## config.mk

```make
export PLATFORM = sky130hd
export DESIGN_NAME = chm_ctrl
export DESIGN_NICKNAME = d
export VERILOG_FILES = /design/src/sv/chm_pkg.sv /design/src/sv/chm_ctrl.sv
export SDC_FILE = /design/constraint.sdc
export NUM_CORES = 1
export LEC_CHECK = 0
export BUFFER_PORTS_ARGS = -buffer_cell sky130_fd_sc_hd__clkbuf_2
export CORE_AREA = 4 4 41 43
export DETAILED_ROUTE_END_ITERATION = 6
export DIE_AREA = 0 0 45 47
export GPL_TIMING_DRIVEN = 0
export PLACE_DENSITY_LB_ADDON = 0.12
export SLEW_MARGIN = 30
export SYNTH_ARGS = -nofsm -noshare
export SYNTH_HDL_FRONTEND = slang
export SYNTH_SLANG_ARGS = --single-unit
export TNS_END_PERCENT = 10
```

## constraint.sdc

```tcl
create_clock -name aclk -period 1.6 [get_ports aclk]
set_input_delay 0.08 -clock aclk [delete_from_list [all_inputs] [get_ports aclk]]
set_output_delay 0.08 -clock aclk [all_outputs]
set_load 0.1 [all_outputs]
```

## src/sv/chm_pkg.sv

```systemverilog
// ============================================================================
// chm_pkg
// Sizes, codes and controller/datapath interface types of the hash key map.
// ============================================================================
package chm_pkg;

    localparam int BUCKETS       = 1024;
    localparam int NODES         = 256;
    localparam int MAX_KEY_BYTES = 16;
    localparam int KEY_WORDS     = (MAX_KEY_BYTES + 7) / 8;
    localparam int KEY_BYTES     = KEY_WORDS * 8;
    localparam int KIDX_W        = $clog2(KEY_BYTES);
    localparam int KLEN_W        = $clog2(MAX_KEY_BYTES + 2);
    localparam int NODE_W        = $clog2(NODES);
    localparam int PTR_W         = NODE_W + 1;
    localparam int CNT_W         = $clog2(NODES + 1);
    localparam int BKT_W         = $clog2(BUCKETS);
    localparam int BCFG_W        = 11;
    localparam int HASH_W        = 64;
    localparam int HCNT_W        = $clog2(HASH_W);
    localparam int CLR_N         = (BUCKETS > NODES) ? BUCKETS : NODES;
    localparam int CLR_W         = $clog2(CLR_N);

    localparam logic [PTR_W-1:0] NULL_PTR = PTR_W'(NODES);

    localparam int KIND_W = 2;
    localparam logic [KIND_W-1:0] KIND_INSERT = 2'd0;
    localparam logic [KIND_W-1:0] KIND_REMOVE = 2'd1;

    localparam int STAT_W = 3;
    localparam int VAL_W  = 32;
    typedef enum logic [STAT_W-1:0] {
        STAT_INSERTED  = 3'd0,
        STAT_UPDATED   = 3'd1,
        STAT_REMOVED   = 3'd2,
        STAT_NOT_FOUND = 3'd3,
        STAT_FOUND     = 3'd4,
        STAT_POOL_FULL = 3'd5,
        STAT_TOO_LONG  = 3'd6
    } status_t;

    localparam int IN_TDATA_W    = ((8 + VAL_W + 7) / 8) * 8;
    localparam int OUT_BITS      = STAT_W + VAL_W + CNT_W + 1;
    localparam int OUT_TDATA_W   = ((OUT_BITS + 7) / 8) * 8;
    localparam int OUT_VAL_LSB   = STAT_W;
    localparam int OUT_CNT_LSB   = STAT_W + VAL_W;
    localparam int OUT_EMPTY_BIT = OUT_CNT_LSB + CNT_W;

    localparam int CFG_AW = 3;
    localparam logic [CFG_AW-1:0] REG_BUCKET_COUNT = 3'd0;

    typedef struct packed {
        logic clear_step;
        logic byte_take;
        logic div_step;
        logic head_rd;
        logic head_ld;
        logic node_rd;
        logic node_cmp;
        logic act;
        logic alloc;
        logic out_load;
    } cmd_t;

    typedef struct packed {
        logic clear_last;
        logic too_long;
        logic div_last;
        logic cur_null;
        logic key_match;
        logic need_alloc;
    } sts_t;

endpackage

```

## src/sv/chm_ctrl.sv

```systemverilog
// ============================================================================
// chm_ctrl
// Sequencer: clearing pass, key intake, remainder, chain walk, update, result.
// ============================================================================
module chm_ctrl import chm_pkg::*; (
    input  logic aclk,
    input  logic aresetn,
    input  logic s_tvalid,
    input  logic s_tlast,
    output logic s_tready,
    output logic m_tvalid,
    input  logic m_tready,
    input  sts_t sts,
    output cmd_t cmd
);

    typedef enum logic [3:0] {
        S_CLEAR, S_KEY, S_DIV, S_HEAD_RD, S_HEAD_LD,
        S_NODE_RD, S_NODE_CMP, S_ACT, S_ALLOC, S_DONE
    } state_t;

    state_t state_reg, state_next;
    logic   m_tvalid_reg;
    logic   out_free;

    assign out_free = !m_tvalid_reg || m_tready;
    assign s_tready = (state_reg == S_KEY);
    assign m_tvalid = m_tvalid_reg;

    always_comb begin
        cmd        = '0;
        state_next = state_reg;
        unique case (state_reg)
            S_CLEAR: begin
                cmd.clear_step = 1'b1;
                if (sts.clear_last) state_next = S_KEY;
            end
            S_KEY: begin
                if (s_tvalid) begin
                    cmd.byte_take = 1'b1;
                    if (s_tlast) state_next = S_DIV;
                end
            end
            S_DIV: begin
                if (sts.too_long) begin
                    state_next = S_ACT;
                end else begin
                    cmd.div_step = 1'b1;
                    if (sts.div_last) state_next = S_HEAD_RD;
                end
            end
            S_HEAD_RD: begin
                cmd.head_rd = 1'b1;
                state_next  = S_HEAD_LD;
            end
            S_HEAD_LD: begin
                cmd.head_ld = 1'b1;
                state_next  = S_NODE_RD;
            end
            S_NODE_RD: begin
                if (sts.cur_null) begin
                    state_next = S_ACT;
                end else begin
                    cmd.node_rd = 1'b1;
                    state_next  = S_NODE_CMP;
                end
            end
            S_NODE_CMP: begin
                cmd.node_cmp = 1'b1;
                state_next   = sts.key_match ? S_ACT : S_NODE_RD;
            end
            S_ACT: begin
                cmd.act    = 1'b1;
                state_next = sts.need_alloc ? S_ALLOC : S_DONE;
            end
            S_ALLOC: begin
                cmd.alloc  = 1'b1;
                state_next = S_DONE;
            end
            S_DONE: begin
                if (out_free) begin
                    cmd.out_load = 1'b1;
                    state_next   = S_KEY;
                end
            end
            default: state_next = S_CLEAR;
        endcase
    end

    always_ff @(posedge aclk) begin
        if (!aresetn) begin
            state_reg    <= S_CLEAR;
            m_tvalid_reg <= 1'b0;
        end else begin
            state_reg <= state_next;
            if (cmd.out_load) begin
                m_tvalid_reg <= 1'b1;
            end else if (m_tready) begin
                m_tvalid_reg <= 1'b0;
            end
        end
    end

endmodule

```

* Word-level counts from Yosys, hierarchy flattened *
Index checks and enable logic that the tools add are counted.
W data, S select, Z words.

storage, ports and cells
  flip-flop bits (word level) = 5
  latch bits = 0
  bits in writable memories = 0
  bits in read-only memories = 0
  bits of input ports = 11
  output and inout bits = 12
  logic and storage cells = 47
  memories = 0

operators by class
  add/subtract/negate cells = 0
  $mul = 0
  divide/modulo/power cells = 0
  $lt $le $gt $ge = 0
  eq/ne operators = 14
  shifts and indexed selects = 0
  mux-type cells = 26
  bitwise gates (word level) = 0
  reduce and logical (&&, ||, !) cells = 5

operator list
  cell                  number
  $pmux W4 S10          1
  $mux W4               6
  $mux W1               18
  $eq A4 B3 Y1 const B  4
  $eq A4 B2 Y1 const B  2
  $eq A4 B4 Y1 const B  2
  $ne A2 B2 Y1 const B  4
  $reduce_and A5 Y1     1
  $eq A4 B1 Y1 const B  1
  $logic_not A4 Y1      1
  $ne A3 B3 Y1 const B  1
  $mux W2               1
  $reduce_bool A2 Y1    1
  $logic_not A1 Y1      1
  $logic_or A1 B1 Y1    1

* Logic depth before layout (Yosys ltp) *
  depth after elaboration = 5
  gate-level depth with buffers = 5

* Worst setup path before layout *
No wires, ideal clock.

  kind = reg2out
  start point = register state_reg[0]
  end point = output port cmd[8] (netlist bit)
  arrival time = 3.532 ns
  required time = 1.520 ns
  slack = -2.012 ns
  stages on the path, launching flop included = 4
  cell sequence = dfxtp_1 > nand2b_1 > nor3_1 > and2_1

RTL lines
  what                    RTL line        RTL
  start, declared         chm_ctrl.sv:22  state_t state_reg, state_next;
  start signal, assigned  chm_ctrl.sv:95  state_reg <= state_next;
  end, declared           chm_ctrl.sv:14  output cmd_t cmd

==> metrics <==
status=complete, no violations; crit-path cells=or4_4 > inv_1 > clkbuf_8; commonest cells in the netlist=nor2_1, dfxtp_1, nand2_1, nand2b_1; DRC viols=0; Hold Vio Cnt, Final=0; VDD IR-drop max=491 uV; die height=47 um; worst reg2reg startpoint=state_reg[0]; Post-Synthesis Net Count=67; initial DRC count=13; final WL=985 um; die area=0.00212 mm^2; Routability Congestion=0.732; Initial Util=0.296; Worst Setup EP=cmd[7]; fin nets=94; slowest CP cell=or4_4; gr usage total=0.104; Yosys cell types=23; RSZ-0062 raised after global routing=no; Inserted Clock Buffers=3; Worst EP arrival=1.45 ns; WS Path Type=reg -> out; worst reg2reg setup slack=0.32 ns; post-layout util=0.486; first-pass GRT wire length=1640 um; min Tclk post-route=1.53 ns; Hold Crit Class=in -> reg; WL/cell=10.2 um; clk slew on worst S/H paths=0.04 ns; max FFs per register=4; Worst Path Required=1.52 ns; storage element area=100 um^2; Async SR Flop Fraction=0; Crit Reg-Reg Endpoint=state_reg[0]; HPWL after DPL=809 um; multiplexer share of the synthesized area=0; sequential-to-total area share from yosys stat=0.260; htree depth=1; postcts setup bufs=0; # resized after CTS=11; Critical Path End Type=primary output; IO Port Bufs=22; row count=13; max_cap viols=0; PwrDens=1110 mW/mm^2; Worst-Margin Slew=0.538 ns; fillers=136; fmax=655 MHz; grt ovf=0; share of the synthesized area in the top cell type=0.260; Hold-fix buffers, CTS=0; worst path buffer plus inverter count=2; drt first pass iters=4; Yosys reg bits=5; Post-synth EDFFs=0; Synth Flop Type=dfxtp_1; most frequent cell after synthesis=nor2_1; clock root cell=clkbuf_4; Crit path max-delay family=simple AND/OR/NAND/NOR gates; top cell type by total area after synthesis=dfxtp_1; Adder-Cell Fraction of Synth Area=0; Ys Warns=0; Synth Cell Area=385 um^2; setup violators final=0; I/O pins=23; Worst slew margin=0.643; Overall Power=0.000702 W; maximum root-to-sink buffer count=2; largest family of logic cells by synthesized area=simple AND/OR/NAND/NOR gates; Via density=4.82; antenna-violating nets left=0; n_diodes=0; CP Max Fanout=6; Worst Setup Start Kind=register; final max-slew violation count=0; Worst setup startpoint=state_reg[0]; Skew-Pair Late Insertion Delay=0.23 ns; Layout Skew=0.000277 ns; Avg Cell Area, Syn=6.88 um^2; Simple-Gate Fraction of Synth Area=0.406; final period utilization=0.954; Die X=45 um; multi-input logic area=305 um^2; largest cells by area after synthesis=dfxtp_1, nand2b_1, nor2_1, a21oi_1, nor3_1; Post-Synth XOR/XNOR Area=0; largest net degree at the start of global routing=11; Post-Syn Instances=56; FF-to-FF path depth=3; Leakage Power=0.281 nW; fraction of layout cells with a size suffix above 1=0.500; antenna violations before repair=0; vias post-DR=468; CP Depth=3; CTS tree=built; vias in the first global route=402; CP peak stage delay=0.56 ns; P&R area growth vs syn=64.0%; CTS sink count=5; Compound-Gate Fraction of Synth Area=0.250; core area=0.00130 mm^2; Hold Crit Start=aresetn
==> stage by stage <==
step / setup TNS, ns / setup slack, ns / instances / hold slack [ns] / instance area (um^2)
after floorplan: -2.34 / -0.427 / 56 / 0.198 / 435
after global placement: -0.0884 / -0.0884 / 93 / 0.372 / 564
after detailed placement: -0.0772 / -0.0772 / 93 / 0.364 / 564
after CTS: 0 / 0.0197 / 97 / 0.117 / 621
after global routing: 0 / 0.00116 / 97 / 0.144 / 632
final: 0 / 0.0740 / 97 / 0.125 / 632
==> cell usage in the layout, fill, tap and decap left out, types with 2 or more instances in the layout <==
cell type,n
o21a_1,2
dfxtp_1,5
buf_4,3
a21oi_1,4
clkbuf_4,10
clkbuf_2,11
nor2b_1,2
nand2b_1,4
o21ai_0,3
nand3b_1,2
nand2_1,5
nor2_2,3
buf_2,3
inv_1,3
nor3_2,3
nor2_1,5
==> cells by family after synthesis <==
kind of cell,count (synthesis)
DFF,5
AOI/OAI and AO/OA,14
buffers and inverters,7
and+or+nand+nor,30
==> routing by layer <==
layer	vias up	wire length [um]	part of all wire	global-route usage
met1	200	443	0.45	0.135
met4	0	0	0	0.0351
met5	-	0	0	0
met2	18	429	0.44	0.172
li1	250	-	-	-
met3	0	112	0.11	0.0230
==> how the worst min path moves through the flow <==
stage / end / slack (ns) / cells after the start
global route: state_reg[3] / 0.14 / 2
global placement: state_reg[3] / 0.37 / 2
floorplan: state_reg[3] / 0.20 / 1
detailed placement: state_reg[3] / 0.36 / 2
finish: state_reg[3] / 0.13 / 2
CTS: state_reg[3] / 0.12 / 2
==> where the power goes <==
part	switching [W]	internal, W	total (W)	leakage (nW)
combinational	0.000299	0.000113	0.000412	0.226
clock	0.0000455	0.0000939	0.000139	0.0150
sequential	0.0000132	0.000137	0.000150	0.0406
==> cell type report <==
cell class              count  area share
multi-input cells          44       0.483
repair buffers             22       0.230
flip-flops and latches      5       0.158
clock buffers               4      0.0416
plain buffers               4      0.0396
well taps                  15      0.0297
inverters                   3      0.0178
No activity file was read; power rests on OpenSTA's default activity.
